$ cat src/rtl/fcce_pkg.sv
// Shared types and constants for the cluster chain engine.
package fcce_pkg;

    localparam int TABLE_DEPTH  = 4096;
    localparam int ROOT_CLUSTER = 1;
    localparam int ENTRY_WIDTH  = 28;
    localparam int ADDR_W       = $clog2(TABLE_DEPTH);
    localparam int LEN_W        = 13;

    localparam logic [ENTRY_WIDTH-1:0] END_OF_CHAIN = {ENTRY_WIDTH{1'b1}};
    localparam logic [LEN_W-1:0]       DEPTH_LEN    = LEN_W'(TABLE_DEPTH);
    localparam logic [LEN_W-1:0]       FIRST_DATA   = LEN_W'(ROOT_CLUSTER + 1);
    localparam logic [LEN_W-1:0]       RESET_LEN    = LEN_W'(4096);

    // Command codes.
    localparam logic [1:0] CMD_ALLOC = 2'd0;
    localparam logic [1:0] CMD_FREE  = 2'd1;
    localparam logic [1:0] CMD_WRITE = 2'd2;
    localparam logic [1:0] CMD_READ  = 2'd3;

    // Status codes.
    localparam logic [1:0] ST_OK    = 2'd0;
    localparam logic [1:0] ST_FULL  = 2'd1;
    localparam logic [1:0] ST_RANGE = 2'd2;

    // One cycle of requests from the controller to the table memory.
    typedef struct packed {
        logic                   we;
        logic [ADDR_W-1:0]      waddr;
        logic [ENTRY_WIDTH-1:0] wdata;
        logic                   re;
        logic [ADDR_W-1:0]      raddr;
    } mem_req_t;

endpackage

$ cat src/rtl/fcce_ctrl.sv
// Command sequencer: table clearing, next-fit search, chain walk and result register.
module fcce_ctrl import fcce_pkg::*; (
    input  logic                   aclk,
    input  logic                   aresetn,
    input  logic                   cfg_we,
    input  logic [LEN_W-1:0]       cfg_wdata,
    input  logic                   in_valid,
    output logic                   in_ready,
    input  logic [1:0]             in_cmd,
    input  logic [ADDR_W-1:0]      in_cluster,
    input  logic [ADDR_W-1:0]      in_prev,
    input  logic [ENTRY_WIDTH-1:0] in_value,
    output logic                   out_valid,
    input  logic                   out_ready,
    output logic [ADDR_W-1:0]      out_new,
    output logic [ENTRY_WIDTH-1:0] out_rd,
    output logic [1:0]             out_status,
    output mem_req_t               mem_req,
    input  logic [ENTRY_WIDTH-1:0] mem_rdata
);

    typedef enum logic [3:0] {
        S_CLEAR, S_IDLE, S_DISPATCH, S_SEARCH, S_ALLOC_EOC, S_ALLOC_LINK,
        S_WALK_CHK, S_WALK_RD, S_READ_WAIT, S_FINISH
    } state_t;

    state_t                 state_reg, state_next;
    logic [1:0]             cmd_reg, cmd_next;
    logic [ADDR_W-1:0]      cl_reg, cl_next;
    logic [ADDR_W-1:0]      prev_reg, prev_next;
    logic [ENTRY_WIDTH-1:0] val_reg, val_next;
    logic [LEN_W-1:0]       len_reg, len_next;
    logic [ADDR_W-1:0]      last_reg, last_next;
    logic [LEN_W-1:0]       scan_reg, scan_next;
    logic                   phase2_reg, phase2_next;
    logic                   pend_reg, pend_next;
    logic [ADDR_W-1:0]      pend_addr_reg, pend_addr_next;
    logic [ADDR_W-1:0]      found_reg, found_next;
    logic [ENTRY_WIDTH-1:0] cur_reg, cur_next;
    logic [ADDR_W-1:0]      clr_reg, clr_next;
    logic [ADDR_W-1:0]      res_new_reg, res_new_next;
    logic [ENTRY_WIDTH-1:0] res_rd_reg, res_rd_next;
    logic [1:0]             res_st_reg, res_st_next;
    logic                   m_valid_reg, m_valid_next;
    logic [ADDR_W-1:0]      m_new_reg, m_new_next;
    logic [ENTRY_WIDTH-1:0] m_rd_reg, m_rd_next;
    logic [1:0]             m_st_reg, m_st_next;

    logic [LEN_W-1:0] eff_len;
    logic [LEN_W-1:0] start;
    logic [LEN_W-1:0] lim2;
    logic             cl_bad;
    logic             prev_bad;
    mem_req_t         req;

    // Length in effect, the bounds of the two search passes and the range checks.
    assign eff_len  = (len_reg > DEPTH_LEN) ? DEPTH_LEN : len_reg;
    assign start    = {1'b0, last_reg} + LEN_W'(1);
    assign lim2     = (start < eff_len) ? start : eff_len;
    assign cl_bad   = ({1'b0, cl_reg} >= eff_len);
    assign prev_bad = ({1'b0, prev_reg} >= eff_len);

    // Next-state and memory request logic.
    always_comb begin
        state_next     = state_reg;
        cmd_next       = cmd_reg;
        cl_next        = cl_reg;
        prev_next      = prev_reg;
        val_next       = val_reg;
        len_next       = cfg_we ? cfg_wdata : len_reg;
        last_next      = last_reg;
        scan_next      = scan_reg;
        phase2_next    = phase2_reg;
        pend_next      = pend_reg;
        pend_addr_next = pend_addr_reg;
        found_next     = found_reg;
        cur_next       = cur_reg;
        clr_next       = clr_reg;
        res_new_next   = res_new_reg;
        res_rd_next    = res_rd_reg;
        res_st_next    = res_st_reg;
        m_valid_next   = m_valid_reg && !out_ready;
        m_new_next     = m_new_reg;
        m_rd_next      = m_rd_reg;
        m_st_next      = m_st_reg;
        req            = '0;

        case (state_reg)
            S_CLEAR: begin
                req.we    = 1'b1;
                req.waddr = clr_reg;
                clr_next  = clr_reg + ADDR_W'(1);
                if (clr_reg == ADDR_W'(TABLE_DEPTH - 1)) begin
                    state_next = S_IDLE;
                end
            end
            S_IDLE: begin
                if (in_valid) begin
                    cmd_next   = in_cmd;
                    cl_next    = in_cluster;
                    prev_next  = in_prev;
                    val_next   = in_value;
                    state_next = S_DISPATCH;
                end
            end
            S_DISPATCH: begin
                res_new_next = '0;
                res_rd_next  = '0;
                res_st_next  = ST_OK;
                state_next   = S_FINISH;
                case (cmd_reg)
                    CMD_ALLOC: begin
                        if (cl_reg != '0 && cl_bad) begin
                            res_st_next = ST_RANGE;
                        end else begin
                            scan_next   = start;
                            phase2_next = 1'b0;
                            pend_next   = 1'b0;
                            state_next  = S_SEARCH;
                        end
                    end
                    CMD_FREE: begin
                        if (cl_reg != '0) begin
                            if (prev_reg != '0 && prev_bad) begin
                                res_st_next = ST_RANGE;
                            end else begin
                                req.we     = (prev_reg != '0);
                                req.waddr  = prev_reg;
                                req.wdata  = END_OF_CHAIN;
                                cur_next   = ENTRY_WIDTH'(cl_reg);
                                state_next = S_WALK_CHK;
                            end
                        end
                    end
                    CMD_WRITE: begin
                        if (cl_reg == '0 || cl_bad) begin
                            res_st_next = ST_RANGE;
                        end else begin
                            req.we    = 1'b1;
                            req.waddr = cl_reg;
                            req.wdata = val_reg;
                        end
                    end
                    default: begin
                        if (cl_reg == '0 || cl_bad) begin
                            res_st_next = ST_RANGE;
                        end else begin
                            req.re     = 1'b1;
                            req.raddr  = cl_reg;
                            state_next = S_READ_WAIT;
                        end
                    end
                endcase
            end
            S_SEARCH: begin
                // One read issued per cycle; the previous read is checked here.
                if (pend_reg && mem_rdata == '0) begin
                    found_next = pend_addr_reg;
                    state_next = S_ALLOC_EOC;
                end else if (!phase2_reg) begin
                    if (scan_reg < eff_len) begin
                        req.re         = 1'b1;
                        req.raddr      = scan_reg[ADDR_W-1:0];
                        pend_next      = 1'b1;
                        pend_addr_next = scan_reg[ADDR_W-1:0];
                        scan_next      = scan_reg + LEN_W'(1);
                    end else begin
                        phase2_next = 1'b1;
                        scan_next   = FIRST_DATA;
                        pend_next   = 1'b0;
                    end
                end else if (scan_reg < lim2) begin
                    req.re         = 1'b1;
                    req.raddr      = scan_reg[ADDR_W-1:0];
                    pend_next      = 1'b1;
                    pend_addr_next = scan_reg[ADDR_W-1:0];
                    scan_next      = scan_reg + LEN_W'(1);
                end else if (pend_reg) begin
                    pend_next = 1'b0;
                end else begin
                    res_st_next = ST_FULL;
                    state_next  = S_FINISH;
                end
            end
            S_ALLOC_EOC: begin
                req.we       = 1'b1;
                req.waddr    = found_reg;
                req.wdata    = END_OF_CHAIN;
                last_next    = found_reg;
                res_new_next = found_reg;
                state_next   = (cl_reg != '0) ? S_ALLOC_LINK : S_FINISH;
            end
            S_ALLOC_LINK: begin
                // A link to itself lands after the end mark and overwrites it.
                req.we     = 1'b1;
                req.waddr  = cl_reg;
                req.wdata  = ENTRY_WIDTH'(found_reg);
                state_next = S_FINISH;
            end
            S_WALK_CHK: begin
                if (cur_reg == '0 || cur_reg == END_OF_CHAIN) begin
                    state_next = S_FINISH;
                end else if (cur_reg >= ENTRY_WIDTH'(eff_len)) begin
                    res_st_next = ST_RANGE;
                    state_next  = S_FINISH;
                end else begin
                    req.re     = 1'b1;
                    req.raddr  = cur_reg[ADDR_W-1:0];
                    state_next = S_WALK_RD;
                end
            end
            S_WALK_RD: begin
                // Free the entry and follow its old link.
                req.we     = 1'b1;
                req.waddr  = cur_reg[ADDR_W-1:0];
                req.wdata  = '0;
                cur_next   = mem_rdata;
                state_next = S_WALK_CHK;
            end
            S_READ_WAIT: begin
                res_rd_next = mem_rdata;
                state_next  = S_FINISH;
            end
            S_FINISH: begin
                if (!m_valid_reg || out_ready) begin
                    m_valid_next = 1'b1;
                    m_new_next   = res_new_reg;
                    m_rd_next    = res_rd_reg;
                    m_st_next    = res_st_reg;
                    state_next   = S_IDLE;
                end
            end
            default: begin
                state_next = S_IDLE;
            end
        endcase
    end

    // State and registered outputs.
    always_ff @(posedge aclk) begin
        if (!aresetn) begin
            state_reg   <= S_CLEAR;
            len_reg     <= RESET_LEN;
            last_reg    <= ADDR_W'(ROOT_CLUSTER);
            clr_reg     <= '0;
            m_valid_reg <= 1'b0;
            pend_reg    <= 1'b0;
            phase2_reg  <= 1'b0;
        end else begin
            state_reg   <= state_next;
            len_reg     <= len_next;
            last_reg    <= last_next;
            clr_reg     <= clr_next;
            m_valid_reg <= m_valid_next;
            pend_reg    <= pend_next;
            phase2_reg  <= phase2_next;
        end
        cmd_reg       <= cmd_next;
        cl_reg        <= cl_next;
        prev_reg      <= prev_next;
        val_reg       <= val_next;
        scan_reg      <= scan_next;
        pend_addr_reg <= pend_addr_next;
        found_reg     <= found_next;
        cur_reg       <= cur_next;
        res_new_reg   <= res_new_next;
        res_rd_reg    <= res_rd_next;
        res_st_reg    <= res_st_next;
        m_new_reg     <= m_new_next;
        m_rd_reg      <= m_rd_next;
        m_st_reg      <= m_st_next;
    end

    assign in_ready   = (state_reg == S_IDLE);
    assign out_valid  = m_valid_reg;
    assign out_new    = m_new_reg;
    assign out_rd     = m_rd_reg;
    assign out_status = m_st_reg;
    assign mem_req    = req;

    // The memory never sees a read and a write in the same cycle.
    assert property (@(posedge aclk) disable iff (!aresetn) !(req.we && req.re))
        else $error("table read and write in the same cycle");

    // An accepted item always goes to dispatch next.
    assert property (@(posedge aclk) disable iff (!aresetn)
        (in_valid && in_ready) |=> (state_reg == S_DISPATCH))
        else $error("accepted item not dispatched");

    // A found cluster never lies at or below the root.
    assert property (@(posedge aclk) disable iff (!aresetn)
        (state_reg == S_ALLOC_EOC) |-> (found_reg >= ADDR_W'(ROOT_CLUSTER + 1)))
        else $error("allocation found a reserved cluster");

endmodule

$ cat config.mk
export PLATFORM = sky130hd
export DESIGN_NAME = fcce_ctrl
export DESIGN_NICKNAME = d
export VERILOG_FILES = /design/src/rtl/fcce_pkg.sv /design/src/rtl/fcce_ctrl.sv
export SDC_FILE = /design/constraint.sdc
export NUM_CORES = 1
export LEC_CHECK = 0
export ABC_AREA = 0
export BUFFER_PORTS_ARGS = -buffer_cell sky130_fd_sc_hd__buf_2
export CAP_MARGIN = 20
export CELL_PAD_IN_SITES_DETAIL_PLACEMENT = 0
export CELL_PAD_IN_SITES_GLOBAL_PLACEMENT = 2
export CORE_UTILIZATION = 40
export DETAILED_ROUTE_END_ITERATION = 6
export PLACE_DENSITY = 0.86
export SYNTH_ARGS = -nofsm -noshare
export SYNTH_HDL_FRONTEND = slang
export SYNTH_SLANG_ARGS = --single-unit
$ cat constraint.sdc
create_clock -name aclk -period 12.2 [get_ports aclk]
set_input_delay 1.22 -clock aclk [delete_from_list [all_inputs] [get_ports aclk]]
set_output_delay 1.22 -clock aclk [all_outputs]
set_load 0.02 [all_outputs]
==> results.md, run 1 <==
- Status: finished clean
- Synth cell types: 65
- RR Endpoint: scan_reg[4]
- Final Max Slew Viols: 0
- DRC viols: 0
- # resized after CTS: 0
- CTS Sinks: 247
- CP Data Arrival Time: 6540 ps
- Final nets: 1458
- Slew margin rel.: 29.02%
- Final WL: 39330 µm
- Syn avg cell area: 11.41 µm²
- Cells after synthesis: 1098
- Most common cell after layout, fill and taps aside: edfxtp_1
- Setup-failing EPs final: 0
- Maximum vdd drop: 111.3 µV
- Detailed-route vias per instance: 5.820
- Post-Syn Area: 12520 µm²
- Fin area: 14880 µm²
- Die width: 178.9 µm
- Initial drt markers: 1032
- Cell family with most CP delay: compound AO/OA/AOI/OAI gates
- CTS buffer count: 27
- Design Power: 1.830 mW
- Most frequent CP cell: a21o_1
- FP Rows: 64
- Initial Util: 40.83%
- Setup TNS: 0 ps
- FF+latch area: 6977 µm²
- First-pass GRT wire length: 57700 µm
- Worst R2R Setup Slack: 6250 ps
- First-pass DRT Iterations: 5
- Multi-input gate area: 5166 µm²
- Post-Place Worst Slack: 5102 ps
- ANT cells: 0
- Initial antenna violation count: 1
- GR Util All Layers: 24.59%
- Util after Layout: 48.52%
- Min Tclk post-route: 7757 ps
- Max H-tree Level: 1
- CTS hold repair buffers: 0
- Routed vias: 9882
- Vias in the first global route: 9608
- Final Hold Fails: 0
- Post-synthesis sequential area ratio: 55.71%
- Crit. End Element: output pin
- Buffers added on ports: 197
- Slowest cell on the critical path: inv_1
- Worst hold path type: register to register
- CP max FO: 24
- Slew @ Worst Pin: 1065 ps
- CP Depth: 20
- Buffers and inverters on the worst path: 3
- Power per standard cell area: 123.0 nW/µm²
- Crit path from: len_reg[12]
- Most frequent cells in the layout: 203 x edfxtp_1, 197 x buf_2, 77 x ha_1, 70 x nand2_1, 64 x a21oi_1
- EDFF count, synth: 203
- Syn_nets: 1275
- Worst r2r src: len_reg[12]
- Crit-path cells: inv_1 > nand2_1 > ha_1 > nand4_1 > or2_2 > a211oi_2 > nor2_1 > a21oi_4 > nor2_1 > a21o_1 > ha_1 > a21o_1 > a21o_1 > a21oi_1 > a211oi_1 > a2bb2oi_1 > o21a_2 > inv_2 > or3_1 > buf_2
- Top_reg_cell synth: edfxtp_1
- Startpoint class of the critical path: register
- Setup WS post-layout: 4443 ps
- Max clock buf depth: 3
- Max_cap viols: 0
- Yosys reg bits: 247
- Filler Cell Count: 2816
- Maximum clock rate: 0.1289 GHz
- Area Overhead vs Synth: 18.82%
- Clock root buffer master: clkbuf_16
- Async S/R FF share, synth: 0%
- CP max stage delay: 580 ps
- ANT nets after route: 0
- Worst EP required: 10980 ps
- DR WL/cell: 23.16 µm
- Leak pwr: 5.832 nW
- CTS tree: done
- Post-DP Area: 13900 µm²
- Clock slew seen by the registers of the worst setup and hold paths: 60 ps
- Die height: 178.9 µm
- Hold Path Stages: 0
- Syn. warnings: 0
- Worst Skew: 8.438 ps
- Dpl hpwl: 29310 µm
- I/O Pins: 198
- Pin count of the biggest net entering global routing: 50
- Worst Path Class, Setup: register to output pin
- Skew-Pair Late Insertion Delay: 560 ps
- DIE AREA: 32020 µm²
- Gpl congestion: 0.9092
- Final worst path period share: 63.58%
- Post-CTS Setup Inserts: 0
- Register-to-Register Path Depth: 19
- Share of cells above drive strength 1: 22.35%
- CP endpoint: mem_req[12]
- RSZ-0062 raised after global routing: false
- Remaining Overflow, GRT: 0
- Core Box Area: 30670 µm²
-- metal layers --
layer	up-vias	track usage, %	share of wire (%)
li1	4550	-	-
met1	4791	32.47	42
met4	0	10.88	4.3
met3	103	4.941	8.0
met2	438	38.93	45
met5	-	0	0
-- worst min path at each step --
stage | startpoint | endpoint
final | pend_addr_reg[1] | found_reg[1]
after global routing | res_new_reg[7] | out_new[7]
after CTS | res_new_reg[7] | out_new[7]
after detailed placement | res_new_reg[3] | out_new[3]
after global placement | res_rd_reg[5] | out_rd[5]
after floorplan | pend_addr_reg[0] | found_reg[0]
-- Yosys cell counts (12+ instances only) --
cell type    n  share of area (%)
edfxtp_1   203                 49
ha_1        77                7.7
nand2_1     70                2.1
a21oi_1     64                2.6
o21ai_0     59                2.4
clkbuf_1    51                1.5
inv_1       48                1.4
dfxtp_1     44                7.0
and3_1      43                2.1
a22oi_1     36                2.2
and2_1      36                1.8
nor2_1      36                1.1
nand4_1     29                1.4
xnor2_1     25                1.7
nand3_1     23               0.92
nor2b_1     23                1.1
nor4_1      23                1.1
a21o_1      17                1.0
nor3_1      14               0.56
a21boi_0    13               0.78
mux2_2      13                1.2
mux2i_1     13                1.0
o2111ai_1   12               0.84
o22ai_1     12               0.60
-- logic make-up after synthesis --
| logic type | count (synthesis) | share of synthesized area, % |
|---|---|---|
| DFF | 247 | 55.71 |
| adders and majority gates | 77 | 7.693 |
| muxes | 27 | 2.318 |
| xor gates and xnor gates | 30 | 2.098 |
| buffers and inverters | 106 | 3.317 |
| AOI/OAI and AO/OA | 289 | 15.01 |
| and+or+nand+nor | 322 | 13.86 |
-- power breakdown --
part / total (mW) / switching [mW] / internal, mW
clock network: 0.852 / 0.356 / 0.496
registers: 0.911 / 0.00537 / 0.905
logic: 0.0669 / 0.0372 / 0.0297
total: 1.83 / 0.399 / 1.43
-- per-stage QoR --
step / hold WS (ps) / std cells
3_3_place_gp: 400.7 / 1645
5_1_grt: 416.3 / 1698
4_1_cts: 416.6 / 1696
2_1_floorplan: 400.3 / 1098
6_report: 416.2 / 1698
3_5_place_dp: 404.5 / 1646
-- layout make-up --
| class | instances | area share [%] |
|---|---|---|
| well taps | 396 | 3.330 |
| clock inverters | 22 | 1.690 |
| clock buffers | 28 | 4.566 |
| flip-flops and latches | 247 | 46.88 |
| multi-input cells | 745 | 34.72 |
| repair buffers | 211 | 7.576 |
| inverters | 49 | 1.236 |
No activity file was read; power rests on OpenSTA's default activity.
==> inputs of run 2 (changes only) <==
--- a/config.mk
+++ b/config.mk
@@ -5,14 +5,14 @@
 export SDC_FILE = /design/constraint.sdc
 export NUM_CORES = 1
 export LEC_CHECK = 0
-export ABC_AREA = 0
+export ABC_AREA = 1
 export BUFFER_PORTS_ARGS = -buffer_cell sky130_fd_sc_hd__buf_2
 export CAP_MARGIN = 20
 export CELL_PAD_IN_SITES_DETAIL_PLACEMENT = 0
 export CELL_PAD_IN_SITES_GLOBAL_PLACEMENT = 2
-export CORE_UTILIZATION = 40
+export CORE_UTILIZATION = 32
 export DETAILED_ROUTE_END_ITERATION = 6
-export PLACE_DENSITY = 0.86
+export PLACE_DENSITY = 0.77
 export SYNTH_ARGS = -nofsm -noshare
 export SYNTH_HDL_FRONTEND = slang
 export SYNTH_SLANG_ARGS = --single-unit
==> constraint.sdc (replaced) <==
create_clock -name aclk -period 6.4 [get_ports aclk]
set_input_delay 0.64 -clock aclk [delete_from_list [all_inputs] [get_ports aclk]]
set_output_delay 0.64 -clock aclk [all_outputs]
set_load 0.02 [all_outputs]
==> run 2 against run 1 <==
  * Combinational power rose to 2.6 times the previous value
  * Cell count up 21%
  * Register-to-register slack worse by 4900 ps
  * Design area up 2.9%
  * Count of clock-buffer cells in the layout up 2
  * Via count up 2.2%
  * Area after synthesis about the same
==> results.md, run 2 <==
- Synth cell types: 48
- Worst hold path type: input pin to register
- Area leader, netlist: edfxtp_1
- Non-filler cells in the finished layout: 2062
- Worst R2R Setup Slack: 1360 ps
- First-pass GRT wire length: 59080 µm
- ANT nets after route: 0
- Final Max Slew Viols: 0
- Area Overhead vs Synth: 22.23%
- DIE AREA: 39960 µm²
- Final nets: 1697
- Ranking of synthesized cells by area: edfxtp_1 49%, ha_1 7.7%, dfxtp_1 7.0%, nand2_1 5.8%, inv_1 4.7%
- Crit path from: last_reg[1]
- Startpoint class of the critical path: register
- Worst Path Class, Setup: register to output pin
- Final worst path period share: 92.99%
- Crit. End Element: output pin
- Vias in the first global route: 9433
- Slew @ Worst Pin: 1034 ps
- DR WL/cell: 19.58 µm
- DRC viols: 0
- Setup TNS: 0 ps
- GR Util All Layers: 20.06%
- Status: finished clean
- Final Hold Fails: 0
- Worst EP required: 5760 ps
- CTS hold repair buffers: 0
- Most frequent cells in the layout: 203 x edfxtp_1, 197 x buf_2, 193 x nand2_1, 158 x inv_1, 151 x nor2_1
- Leak pwr: 6.353 nW
- Maximum clock rate: 0.1680 GHz
- Share of cells above drive strength 1: 19.78%
- CTS Sinks: 247
- CTS buffer count: 28
- Core Box Area: 38650 µm²
- Final WL: 40380 µm
- Placed cells: 2002
- EDFF count, synth: 203
- Die width: 199.9 µm
- Syn avg cell area: 9.596 µm²
- Cell family with most CP delay: simple AND/OR/NAND/NOR gates
- Max H-tree Level: 1
- CP max FO: 14
- CP Depth: 32
- Post-Syn Area: 12530 µm²
- Die height: 199.9 µm
- Power per standard cell area: 240.4 nW/µm²
- Detailed-route vias per instance: 4.899
- Most common cell after layout, fill and taps aside: edfxtp_1
- Worst Skew: 12.12 ps
- Cells after synthesis: 1306
- Initial antenna violation count: 3
- Slowest cell on the critical path: dfxtp_1
- Synth top cells by count: 203 x edfxtp_1, 193 x nand2_1, 158 x inv_1, 153 x nor2_1, 108 x a21oi_1
- Buffers added on ports: 197
- Clock root buffer master: clkbuf_16
- Gpl congestion: 0.9092
- Max_cap viols: 0
- Remaining Overflow, GRT: 0
- Syn_nets: 1483
- First-pass DRT Iterations: 5
- CP Data Arrival Time: 5310 ps
- Syn. warnings: 0
- I/O Pins: 198
- Buffers and inverters on the worst path: 6
- CP endpoint: mem_req[11]
- Min Tclk post-route: 5951 ps
- Yosys reg bits: 247
- Routed vias: 10102
- Worst r2r src: last_reg[1]
- Slew margin rel.: 30.98%
- CP max stage delay: 360 ps
- Pin count of the biggest net entering global routing: 55
- Maximum vdd drop: 158.3 µV
- Dpl hpwl: 31350 µm
- Setup-failing EPs final: 0
- Initial Util: 32.43%
- Register-to-Register Path Depth: 30
- CTS tree: done
- Max clock buf depth: 3
- Clock slew seen by the registers of the worst setup and hold paths: 70 ps
- Post-synthesis sequential area ratio: 55.67%
- RR Endpoint: pend_addr_reg[2]
- Top_reg_cell synth: edfxtp_1
- Count leader, synth: edfxtp_1
- FP Rows: 72
- Async S/R FF share, synth: 0%
- Filler Cell Count: 3861
- Yosys top cell area share: 48.64%
- Initial drt markers: 809
- Skew-Pair Late Insertion Delay: 560 ps
-- run 2: cell count changes in the layout (fill, tap and decap cells not counted), moves of 36 or more --
| cell | before | now |
|---|---|---|
| inv_1 | 48 | 158 |
| o21ai_0 | 58 | 96 |
| nor2_1 | 33 | 151 |
| and3_1 | 42 | 0 |
| and2_1 | 36 | 0 |
| a21oi_1 | 64 | 107 |
| nand2_1 | 70 | 193 |
-- run 2: how the worst min path moves through the flow --
stage / startpoint / to / slack, ps / cells after the start
global route: in_value[7] / val_reg[7] / 240 / 1
CTS: in_value[7] / val_reg[7] / 230 / 1
finish: in_cluster[2] / cl_reg[2] / 260 / 1
global placement: res_rd_reg[2] / out_rd[2] / 400 / 0
floorplan: pend_addr_reg[0] / found_reg[0] / 400 / 0
detailed placement: res_rd_reg[13] / out_rd[13] / 400 / 0
-- run 2: cell families (layout without fill, tap and decap cells) --
kind of cell	Yosys count	count (layout)	share of synthesized area (%)
simple gates	476	477	16.36
compound gates	284	284	12.71
flops	247	247	55.67
buf+inv	205	440	6.380
fa+ha+maj	77	77	7.688
xor+xnor	17	17	1.188
other cells	0	2	0
-- run 2: worst reg2reg max path: cells and delay by family (launching register included) --
kind | cells | cell delay (ps)
simple gates | 13 | 1320
flops | 1 | 360
fa+ha+maj | 3 | 770
xor+xnor | 1 | 220
compound gates | 7 | 1300
buf+inv | 6 | 740
-- run 2: area by class of cell --
type | instances | area [µm²] | area share, %
clock inverter | 22 | 301.5 | 1.968
antenna | 2 | 5.005 | 0.03267
timing repair buffer | 221 | 1206 | 7.874
inverter | 167 | 626.9 | 4.092
sequential | 247 | 6977 | 45.54
tap | 518 | 648.1 | 4.231
clock buffer | 30 | 729.5 | 4.762
multi-input combinational | 855 | 4825 | 31.50
-- run 2: per-layer routing --
layer	wire length [µm]	GRT usage, %
met2	17210	29.67
met4	898	6.050
met1	19870	30.11
met3	2399	2.806
met5	0	0
-- run 2: stage by stage --
stage	cell area (µm²)	worst slack (ps)	hold WS (ps)	utilization (%)	power, mW
after floorplan	12530	1018	400.3	-	1.861
after global placement	14160	724.3	403.0	36.63	1.932
after detailed placement	14160	570.1	404.5	36.63	1.935
after CTS	15190	90.59	232.0	39.32	3.713
after global routing	15320	-65.37	235.8	39.64	3.807
final	15320	448.7	258.9	39.64	3.683
-- run 2: where the power goes --
| part | switching, mW | total [mW] | internal, mW |
|---|---|---|---|
| clock | 0.666 | 1.78 | 1.11 |
| sequential | 0.00667 | 1.73 | 1.73 |
| combinational | 0.108 | 0.174 | 0.0660 |
-- run 2: timing repair --
action | in CTS | in global routing
gates resized for setup | 1 | 6
pin swaps | 0 | 1
buffers inserted | 0 | 3
cloned | 0 | 1
setup endpoints to repair | 4 | 13
==> inputs of run 3 (changes only) <==
--- a/config.mk
+++ b/config.mk
@@ -10,9 +10,9 @@
 export CAP_MARGIN = 20
 export CELL_PAD_IN_SITES_DETAIL_PLACEMENT = 0
 export CELL_PAD_IN_SITES_GLOBAL_PLACEMENT = 2
-export CORE_UTILIZATION = 32
+export CORE_UTILIZATION = 36
 export DETAILED_ROUTE_END_ITERATION = 6
-export PLACE_DENSITY = 0.77
+export PLACE_DENSITY = 0.82
 export SYNTH_ARGS = -nofsm -noshare
 export SYNTH_HDL_FRONTEND = slang
 export SYNTH_SLANG_ARGS = --single-unit
==> constraint.sdc (replaced) <==
create_clock -name aclk -period 6.2 [get_ports aclk]
set_input_delay 0.62 -clock aclk [delete_from_list [all_inputs] [get_ports aclk]]
set_output_delay 0.62 -clock aclk [all_outputs]
set_load 0.02 [all_outputs]
==> run 3 against run 2 <==
  * Setup slack worse by 100 ps
  * Utilization is 5.3 points higher
  * Die area is 11% lower
  * Count of clock-buffer cells in the layout is 5 higher
  * Highest routed layer unchanged
  * Largest power group unchanged
==> results.md, run 3 (synthesized netlist as in run 2, its figures left out) <==
- Slew @ Worst Pin: 1041 ps
- Worst hold path type: input pin to register
- Gpl congestion: 0.9232
- Startpoint class of the critical path: register
- DRC viols: 0
- Routed vias: 10014
- WHS: 239.8 ps
- Skew-Pair Late Insertion Delay: 560 ps
- Worst EP required: 5580 ps
- GR Util All Layers: 21.65%
- Die height: 188.6 µm
- Leak pwr: 6.332 nW
- Most common cell after layout, fill and taps aside: edfxtp_1
- First-pass GRT wire length: 57860 µm
- ANT nets after route: 0
- CP max FO: 14
- Vias in the first global route: 9598
- Buffers added on ports: 197
- CP Data Arrival Time: 5230 ps
- CTS tree: done
- Initial antenna violation count: 0
- I/O Pins: 198
- Setup-failing EPs final: 0
- Final Hold Fails: 0
- Maximum vdd drop: 222.2 µV
- Worst Path Class, Setup: register to output pin
- DR WL/cell: 19.54 µm
- Remaining Overflow, GRT: 0
- Maximum clock rate: 0.1709 GHz
- CP max stage delay: 390 ps
- Pin count of the biggest net entering global routing: 55
- Status: finished clean
- Max clock buf depth: 3
- Crit. End Element: output pin
- Final WL: 38780 µm
- Slowest cell on the critical path: dfxtp_4
- CTS Sinks: 247
- DIE AREA: 35560 µm²
- Area Overhead vs Synth: 21.42%
- Detailed-route vias per instance: 5.045
- ANT cells: 0
- Die width: 188.6 µm
- Clock root buffer master: clkbuf_16
- Clock slew seen by the registers of the worst setup and hold paths: 60 ps
- Dpl hpwl: 30230 µm
- Final Max Slew Viols: 0
- RSZ-0062 raised after global routing: true
- Final nets: 1693
- Power per standard cell area: 248.9 nW/µm²
- Initial drt markers: 705
- Most frequent cells in the layout: 203 x edfxtp_1, 197 x buf_2, 193 x nand2_1, 157 x inv_1, 149 x nor2_1
- Worst Skew: 11.44 ps
- First-pass DRT Iterations: 5
- Core Box Area: 33870 µm²
- Share of cells above drive strength 1: 19.58%
- Min Tclk post-route: 5851 ps
- Initial Util: 37.00%
- Slew margin rel.: 30.51%
- Non-filler cells in the finished layout: 1985
- FP Rows: 67
- Max H-tree Level: 1
- Placed cells: 1933
- CTS buffer count: 27
- Final worst path period share: 94.37%
- Max_cap viols: 0
-- run 3: what timing repair did --
action	in CTS	in global routing
gates cloned	0	0
pin swaps	0	2
hold buffers	0	0
gates resized for setup	3	12
buffers inserted	0	1
setup endpoints to repair	13	13
-- run 3: worst paths after layout --
| check | slack [ps] | from | cells past startpoint | endpoint |
|---|---|---|---|---|
| max | 350 | last_reg[0] | 31 | mem_req[11] |
| min | 240 | in_value[19] | 1 | val_reg[19] |
| max reg2reg | 1270 | last_reg[0] | 29 | pend_addr_reg[0] |
| min reg2reg | 420 | res_new_reg[5] | 0 | out_new[5] |
-- run 3: stage by stage --
stage / worst slack (ps) / utilization [%] / TNS [ps] / total power [mW] / instance area, µm²
finish: 348.8 / 44.93 / 0 / 3.787 / 15220
global route: -6.295 / 44.93 / -6.295 / 3.905 / 15220
CTS: 66.31 / 44.70 / 0 / 3.822 / 15140
detailed placement: 378.5 / 41.65 / 0 / 1.998 / 14100
global placement: 508.4 / 41.57 / 0 / 1.996 / 14080
floorplan: 838.3 / - / 0 / 1.921 / 12530
-- run 3: layout make-up --
class | count | area [µm²]
clock buffer | 35 | 715.7
clock inverter | 15 | 300.3
fill | 3345 | 18650
inverter | 167 | 626.9
multi-input combinational | 854 | 4841
sequential | 247 | 6980
tap | 448 | 560.5
timing repair buffer | 219 | 1191
-- run 3: routing by layer --
| metal | vias up | routed length [µm] | global-route usage (%) |
|---|---|---|---|
| met5 | - | 0 | 0 |
| met4 | 0 | 970 | 5.800 |
| met3 | 55 | 2381 | 3.353 |
| met2 | 321 | 16530 | 32.79 |
| met1 | 4662 | 18900 | 32.02 |
| li1 | 4976 | - | - |
-- run 3: worst max-delay path, delay by kind of cell, from the launching register on --
family                     cells  cell delay [ps]
AOI/OAI and AO/OA              8             1410
xor gates and xnor gates       1              220
adders and majority gates      3              780
buffers and inverters          5              510
DFF                            1              390
and+or+nand+nor               14             1330
-- run 3: power breakdown --
| group | internal [mW] | leakage [nW] | total, mW | switching [mW] |
|---|---|---|---|---|
| clock | 1.15 | 0.492 | 1.82 | 0.667 |
| sequential | 1.78 | 2.19 | 1.79 | 0.00769 |
| combinational | 0.0665 | 3.65 | 0.175 | 0.108 |
| total | 3.00 | 6.33 | 3.79 | 0.783 |
